<file path="config.mk">
export PLATFORM = sky130hd
export DESIGN_NAME = adjacency_matrix_dfs_flat
export DESIGN_NICKNAME = d
export VERILOG_FILES = /design/src/hdl/adjm_pkg.sv /design/src/hdl/adjm_ifs.sv /design/src/hdl/adjm_ctrl.sv /design/src/hdl/adjm_datapath.sv /design/src/hdl/adjacency_matrix_dfs.sv /design/src/flat_wrapper.sv
export SDC_FILE = /design/constraint.sdc
export NUM_CORES = 1
export LEC_CHECK = 0
export BUFFER_PORTS_ARGS = -buffer_cell sky130_fd_sc_hd__buf_2
export CORE_MARGIN = 2
export CORE_UTILIZATION = 25
export CTS_CLUSTER_SIZE = 40
export DETAILED_ROUTE_END_ITERATION = 10
export GPL_ROUTABILITY_DRIVEN = 0
export SYNTH_ARGS = -nofsm -noshare
export SYNTH_HDL_FRONTEND = slang
export SYNTH_SLANG_ARGS = --single-unit
</file>
<file path="constraint.sdc">
create_clock -name clk -period 15.25 [get_ports clk]
set_input_delay 1.525 -clock clk [delete_from_list [all_inputs] [get_ports clk]]
set_output_delay 1.525 -clock clk [all_outputs]
set_load 0.05 [all_outputs]
</file>
<file path="src/hdl/adjm_pkg.sv">
package adjm_pkg;

  localparam int NODES = 16;
  localparam int VTX_W = $clog2(NODES);
  localparam int CNT_W = VTX_W + 1;

  typedef enum logic [1:0] {
    OP_INSERT = 2'd0,
    OP_WALK   = 2'd1,
    OP_CLEAR  = 2'd2
  } op_t;

  typedef enum logic [2:0] {
    ST_IDLE  = 3'b001,
    ST_WALK  = 3'b010,
    ST_FLUSH = 3'b100
  } state_t;

  typedef struct packed {
    logic ins_edge;
    logic clr_edges;
    logic start_walk;
    logic pend_load;
    logic pend_status;
    logic push;
    logic pop;
    logic emit_last;
  } ctl_cmd_t;

  typedef struct packed {
    logic a_ok;
    logic b_ok;
    logic found;
    logic last_frame;
    logic slot_free;
  } dp_stat_t;

endpackage

</file>
<file path="src/hdl/adjm_ifs.sv">
interface adjm_req_if;
  logic                      valid;
  logic                      ready;
  logic [1:0]                op;
  logic [adjm_pkg::VTX_W-1:0] vertex_a;
  logic [adjm_pkg::VTX_W-1:0] vertex_b;

  modport source (output valid, output op, output vertex_a, output vertex_b, input ready);
  modport sink (input valid, input op, input vertex_a, input vertex_b, output ready);
endinterface

interface adjm_rsp_if;
  logic                      valid;
  logic                      ready;
  logic [adjm_pkg::VTX_W-1:0] visit_vertex;
  logic                      is_last;
  logic                      status;

  modport source (output valid, output visit_vertex, output is_last, output status,
                  input ready);
  modport sink (input valid, input visit_vertex, input is_last, input status,
                output ready);
endinterface

</file>
<file path="src/hdl/adjm_ctrl.sv">
module adjm_ctrl (
  input  logic                clk,
  input  logic                rst,
  input  logic                req_valid,
  input  logic [1:0]          req_op,
  output logic                req_ready,
  input  adjm_pkg::dp_stat_t  stat,
  output adjm_pkg::ctl_cmd_t  cmd
);
  import adjm_pkg::*;

  state_t state, state_next;

  assign req_ready = (state == ST_IDLE);

  always_comb begin
    state_next = state;
    cmd        = '0;
    unique case (state)
      ST_IDLE: begin
        if (req_valid) begin
          case (op_t'(req_op))
            OP_INSERT: begin
              cmd.ins_edge    = stat.a_ok && stat.b_ok;
              cmd.pend_load   = 1'b1;
              cmd.pend_status = !(stat.a_ok && stat.b_ok);
              state_next      = ST_FLUSH;
            end
            OP_WALK: begin
              if (stat.b_ok) begin
                cmd.start_walk = 1'b1;
                state_next     = ST_WALK;
              end else begin
                cmd.pend_load   = 1'b1;
                cmd.pend_status = 1'b1;
                state_next      = ST_FLUSH;
              end
            end
            OP_CLEAR: begin
              cmd.clr_edges = 1'b1;
              cmd.pend_load = 1'b1;
              state_next    = ST_FLUSH;
            end
            default: ;  // unused opcode: drop silently
          endcase
        end
      end
      ST_WALK: begin
        if (stat.found) begin
          cmd.push = stat.slot_free;
        end else begin
          cmd.pop = 1'b1;
          if (stat.last_frame) state_next = ST_FLUSH;
        end
      end
      ST_FLUSH: begin
        if (stat.slot_free) begin
          cmd.emit_last = 1'b1;
          state_next    = ST_IDLE;
        end
      end
      default: state_next = ST_IDLE;
    endcase
  end

  always_ff @(posedge clk) begin
    if (rst) state <= ST_IDLE;
    else     state <= state_next;
  end

endmodule

</file>
<file path="src/hdl/adjm_datapath.sv">
module adjm_datapath (
  input  logic                       clk,
  input  logic                       rst,
  input  logic                       cfg_wen,
  input  logic [adjm_pkg::CNT_W-1:0] cfg_wdata,
  input  logic [adjm_pkg::VTX_W-1:0] vertex_a,
  input  logic [adjm_pkg::VTX_W-1:0] vertex_b,
  input  adjm_pkg::ctl_cmd_t         cmd,
  output adjm_pkg::dp_stat_t         stat,
  adjm_rsp_if.source                 rsp
);
  import adjm_pkg::*;

  logic [CNT_W-1:0] vertex_count;
  logic [CNT_W-1:0] lim;
  logic [NODES-1:0] adj [NODES];
  logic [NODES-1:0] visited;
  logic [VTX_W-1:0] stack [NODES];
  logic [CNT_W-1:0] depth;
  logic [VTX_W-1:0] pend_vertex;
  logic             pend_status;
  logic             out_valid;
  logic [VTX_W-1:0] out_vertex;
  logic             out_last;
  logic             out_status;

  logic [VTX_W-1:0] top_idx;
  logic [VTX_W-1:0] top_vtx;
  logic [NODES-1:0] cand;
  logic [VTX_W-1:0] next_vtx;

  assign lim = (vertex_count > CNT_W'(NODES)) ? CNT_W'(NODES) : vertex_count;

  // Neighbors below the frame's resume point are all visited already, so
  // scanning the whole unvisited row gives the same pick as resuming.
  assign top_idx = depth[VTX_W-1:0] - VTX_W'(1);
  assign top_vtx = stack[top_idx];
  assign cand    = adj[top_vtx] & ~visited;

  always_comb begin
    next_vtx = '0;
    for (int i = NODES - 1; i >= 0; i--) begin
      if (cand[i]) next_vtx = VTX_W'(i);
    end
  end

  assign stat.a_ok       = {1'b0, vertex_a} < lim;
  assign stat.b_ok       = {1'b0, vertex_b} < lim;
  assign stat.found      = |cand;
  assign stat.last_frame = (depth == CNT_W'(1));
  assign stat.slot_free  = !out_valid || rsp.ready;

  always_ff @(posedge clk) begin
    if (rst) begin
      vertex_count <= '0;
      visited      <= '0;
      depth        <= '0;
      out_valid    <= 1'b0;
      for (int r = 0; r < NODES; r++) adj[r] <= '0;
    end else begin
      if (cfg_wen) vertex_count <= cfg_wdata;

      if (cmd.clr_edges) begin
        for (int r = 0; r < NODES; r++) adj[r] <= '0;
      end else if (cmd.ins_edge) begin
        adj[vertex_a][vertex_b] <= 1'b1;
        adj[vertex_b][vertex_a] <= 1'b1;
      end

      if (cmd.start_walk) begin
        visited  <= NODES'(1) << vertex_b;
        depth    <= CNT_W'(1);
      end else if (cmd.push) begin
        visited[next_vtx] <= 1'b1;
        depth             <= depth + CNT_W'(1);
      end else if (cmd.pop) begin
        depth <= depth - CNT_W'(1);
      end

      if (cmd.push || cmd.emit_last) out_valid <= 1'b1;
      else if (rsp.ready)            out_valid <= 1'b0;
    end
  end

  // Hold the latest visit back until we know whether another one follows.
  always_ff @(posedge clk) begin
    if (cmd.start_walk) begin
      stack[0]    <= vertex_b;
      pend_vertex <= vertex_b;
      pend_status <= 1'b0;
    end else if (cmd.push) begin
      stack[depth[VTX_W-1:0]] <= next_vtx;
      pend_vertex             <= next_vtx;
    end else if (cmd.pend_load) begin
      pend_vertex <= '0;
      pend_status <= cmd.pend_status;
    end

    if (cmd.push || cmd.emit_last) begin
      out_vertex <= pend_vertex;
      out_status <= pend_status;
      out_last   <= cmd.emit_last;
    end
  end

  assign rsp.valid        = out_valid;
  assign rsp.visit_vertex = out_vertex;
  assign rsp.is_last      = out_last;
  assign rsp.status       = out_status;

endmodule

</file>
<file path="src/hdl/adjacency_matrix_dfs.sv">
// Channel  Dir  Handshake        Payload
// req      in   valid/ready      op, vertex_a, vertex_b
// rsp      out  valid/ready      visit_vertex, is_last, status
// cfg      in   cfg_wen          cfg_wdata (vertex_count)
//
// Insert, clear and a request with a bad index pass through the flush state,
// which registers the result. A traversal makes one stack step (one push or
// pop) per cycle while rsp is not stalled; each step is one adjacency-row
// read plus a 16-bit priority encode against the visited marks.
// Reset (synchronous, active high) clears all edges, the visited marks and
// vertex_count. A stalled rsp holds the walk at the next push.
module adjacency_matrix_dfs (
  input  logic                       clk,
  input  logic                       rst,
  input  logic                       cfg_wen,
  input  logic [adjm_pkg::CNT_W-1:0] cfg_wdata,
  adjm_req_if.sink                   req,
  adjm_rsp_if.source                 rsp
);
  import adjm_pkg::*;

  ctl_cmd_t cmd;
  dp_stat_t stat;

  adjm_ctrl u_ctrl (
    .clk       (clk),
    .rst       (rst),
    .req_valid (req.valid),
    .req_op    (req.op),
    .req_ready (req.ready),
    .stat      (stat),
    .cmd       (cmd)
  );

  adjm_datapath u_dp (
    .clk       (clk),
    .rst       (rst),
    .cfg_wen   (cfg_wen),
    .cfg_wdata (cfg_wdata),
    .vertex_a  (req.vertex_a),
    .vertex_b  (req.vertex_b),
    .cmd       (cmd),
    .stat      (stat),
    .rsp       (rsp)
  );

endmodule

</file>
<file path="src/flat_wrapper.sv">
// flat-port wrapper written by rule: the top's interface ports become plain ports
module adjacency_matrix_dfs_flat import adjm_pkg::*;
  (clk, rst, cfg_wen, cfg_wdata, req_valid, req_op, req_vertex_a, req_vertex_b, req_ready, rsp_valid, rsp_visit_vertex, rsp_is_last, rsp_status, rsp_ready);
  adjm_req_if req_i ();
  adjm_rsp_if rsp_i ();
  input  logic clk;
  input  logic rst;
  input  logic cfg_wen;
  input  logic [adjm_pkg::CNT_W-1:0] cfg_wdata;
  input wire logic [$bits(req_i.valid)-1:0] req_valid;
  input wire logic [$bits(req_i.op)-1:0] req_op;
  input wire logic [$bits(req_i.vertex_a)-1:0] req_vertex_a;
  input wire logic [$bits(req_i.vertex_b)-1:0] req_vertex_b;
  output wire logic [$bits(req_i.ready)-1:0] req_ready;
  output wire logic [$bits(rsp_i.valid)-1:0] rsp_valid;
  output wire logic [$bits(rsp_i.visit_vertex)-1:0] rsp_visit_vertex;
  output wire logic [$bits(rsp_i.is_last)-1:0] rsp_is_last;
  output wire logic [$bits(rsp_i.status)-1:0] rsp_status;
  input wire logic [$bits(rsp_i.ready)-1:0] rsp_ready;
  assign req_i.valid = req_valid;
  assign req_i.op = req_op;
  assign req_i.vertex_a = req_vertex_a;
  assign req_i.vertex_b = req_vertex_b;
  assign req_ready = req_i.ready;
  assign rsp_valid = rsp_i.valid;
  assign rsp_visit_vertex = rsp_i.visit_vertex;
  assign rsp_is_last = rsp_i.is_last;
  assign rsp_status = rsp_i.status;
  assign rsp_i.ready = rsp_ready;
  adjacency_matrix_dfs u_core (.clk(clk), .rst(rst), .cfg_wen(cfg_wen), .cfg_wdata(cfg_wdata), .req(req_i), .rsp(rsp_i));
endmodule
</file>
==> results.cfg <==
[floorplan]
dieArea_um2 = 66900
io_pins = 28
die_h_um = 259
start_util = 0.252
rows = 93
die_w_um = 259
core_um2 = 64200

[clock_tree]
clockBufferDepth = 3
cts_root_buffer = clkbuf_16
postCtsHoldBufs = 0
htree_levels = 2
clock_latency_ns = 0.56
cts_tree = done
clock-sinks = 361
path_clk_slew_ns = 0.06
ctsResizeCount = 0
cts_buffers = 39
post_cts_buffers = 0

[global_route]
grt_max_degree = 223
grt_pass1_vias = 13300
grt_pass1_wl_mm = 76.9
antenna_found_initial = 0
gr-usage-all-layers = 0.146
gr-total-overflow = 0

[power]
p_total_mw = 2.19
peakVddDrop_mv = 0.0707
p_seq_frac = 0.449
power_density_nw_per_um2 = 119
leakage_nw = 7.54
netSwitchingPower_uw = 556
internal_power_mw = 1.63
switching_share = 0.254
clock_power_share = 0.446
combPwrFrac = 0.104

[logic_synthesis]
synth.distinct_cells = 84
synth_common_cells = 624 x nand2_1, 287 x dfxtp_1, 116 x mux2i_1
synth_top_area_share = 0.355
yosys_warnings = 0
netlist_top_cells_area = dfxtp_1 35%, nand2_1 14%, edfxtp_1 14%
synth-main-ff-cell = dfxtp_1
synth_seq_cells = 361
postSynthCellCount = 1781
synth-edff-count = 74
syn-num-nets = 1810
synth_top_area_cell = dfxtp_1
syn_avg_cell_area_um2 = 9.10
yosysMostFrequentCell = nand2_1
async_flop_share = 0
synth_area_um2 = 16200
synth_seq_area_share = 0.492

[placement]
placed_area_um2 = 17100
dp_slack_ns = 8.40
numPortBuffers = 27
hpwlAfterDp_mm = 33.1

[cells_and_area]
final_cell_area_um2 = 18400
synthToLayoutAreaGrowth_pct = 13.5
diodes = 0
utilization = 0.286
drive_gt1_frac = 0.0946
layout.nets = 1790

[setup_path]
timing.critical_path.buf_inv = 2
startpoint_type = flop
arrival_ns = 7.10
cp_common_cell = nand2_1
rr_worst_depth = 15
crit_type = reg -> reg
max_stage_delay_ns = 0.99
cp.depth = 15
path_delay_family = simple AND/OR/NAND/NOR gates
worst_path_max_delay_cell = and2_1
crit_chain = buf_4, inv_1, ha_1, mux4_2, mux2i_1, mux2_2, and2_1, a32oi_1, a22oi_2, o311ai_4, nor3_2, nand4_4, nand2_1, or2_4, nand2_1
cp-end-kind = flop
crit_fanout = 23
cp_data_required_time_ns = 15.45

[routing]
vias_per_cell = 5.13
drtAntennaViolNets = 0
drt-wirelength-per-cell_um = 18.8
routed_wl_mm = 49.5
dr.pass1.iters = 6
drc_errors = 0
via_count = 13500
drt_iter0_markers = 1507

[sta]
report.final.hold_viol_count = 0
clock_skew_ns = 0.0131
worst_slew_pin_slew_ns = 1.33
layout_setup_ws_ns = 8.35
min_period_ns = 6.90
rsz0062_at_grt = false
period_share = 0.452
slew_headroom = 0.107
setup_viol = 0
fmax_mhz = 145
fin_tns_setup_ns = 0
slew_viol_final = 0

[run_status]
status = finished clean

[min_path]
holdPathStages = 2
hp-class = reg -> reg

[job]
max_cap_viol_count = 0
[per-layer routing]
| metal | track usage | vias up | wire length (um) |
|---|---|---|---|
| met5 | 0 | - | 0 |
| met4 | 0.0602 | 0 | 1770 |
| met3 | 0.0290 | 113 | 4030 |
| met2 | 0.230 | 645 | 22100 |
| met1 | 0.194 | 6553 | 21600 |
| li1 | - | 6228 | - |
[power by group through the flow]
stage	sequential (mW)	combinational [mW]	clock, mW
2_1_floorplan	1.00	0.162	0
3_3_place_gp	1.00	0.218	0
3_5_place_dp	1.00	0.222	0
4_1_cts	0.982	0.223	0.987
5_1_grt	0.982	0.240	1.03
6_report	0.982	0.228	0.976
[final cells by class]
cell class,count,area (um^2)
sequential,361,7970
clock buffer,49,1070
clock inverter,17,226
timing repair buffer,45,283
fill,6791,45800
multi-input combinational,1303,7730
tap,855,1070
inverter,11,41.3
[flip-flops by register name, summed over array words and instances, names as in the netlist, 3 cells and up]
signal	cells
u_core.u_dp.vertex_count	5
u_core.u_dp.rsp.visit_vertex	4
u_core.u_dp.visited	16
u_core.u_dp.adj	256
u_core.u_dp.depth	5
u_core.u_dp.pend_vertex	4
u_core.u_ctrl.state	3
u_core.u_dp.stack	64
[cell families (layout without fill, tap and decap cells)]
logic type                 after synthesis  after routing  share of synthesized area
muxes                                  150            150                      0.107
and+or+nand+nor                        845            845                      0.219
adders and majority gates                9              9                    0.00695
DFF                                    361            361                      0.492
buffers and inverters                  117            122                     0.0349
AOI/OAI and AO/OA                      296            296                      0.138
xor gates and xnor gates                 3              3                    0.00255
[stage by stage]
step | hold WS [ns] | instances
detailed placement | 0.408 | 2575
global placement | 0.421 | 2575
floorplan | 0.400 | 1781
global route | 0.448 | 2641
finish | 0.434 | 2641
CTS | 0.436 | 2641
[worst paths after layout]
check | slack (ns) | start | endpoint
worst max register to register | 8.35 | u_core.u_dp.depth[0] | u_core.u_dp.stack[1][1]
worst max-delay path | 8.35 | u_core.u_dp.depth[0] | u_core.u_dp.stack[1][1]
worst min-delay path | 0.43 | u_core.u_dp.adj[14][10] | u_core.u_dp.adj[14][10]
worst min register to register | 0.43 | u_core.u_dp.adj[14][10] | u_core.u_dp.adj[14][10]
[cells in the final DEF (no fill, tap or decap), drive strengths merged, types with 18 or more instances in the layout]
master	n
a21oi	35
mux2i	117
a32oi	19
nor3	28
o22ai	46
nand2b	28
o21ai	22
nand3	33
nor2	68
nand2	624
clkbuf	49
a22oi	88
dfxtp	287
edfxtp	74
buf	45
a221oi	18
[worst reg2reg max path: stages (launching register included)]
cell and delay, ns:
dfxtp_1 0.30, buf_4 0.34, inv_1 0.16, ha_1 0.93
mux4_2 0.42, mux2i_1 0.28, mux2_2 0.51, and2_1 1.00
a32oi_1 0.36, a22oi_2 0.41, o311ai_4 0.23, nor3_2 0.38
nand4_4 0.32, nand2_1 0.40, or2_4 0.23, nand2_1 0.28
(Power assumes the default switching activity.)
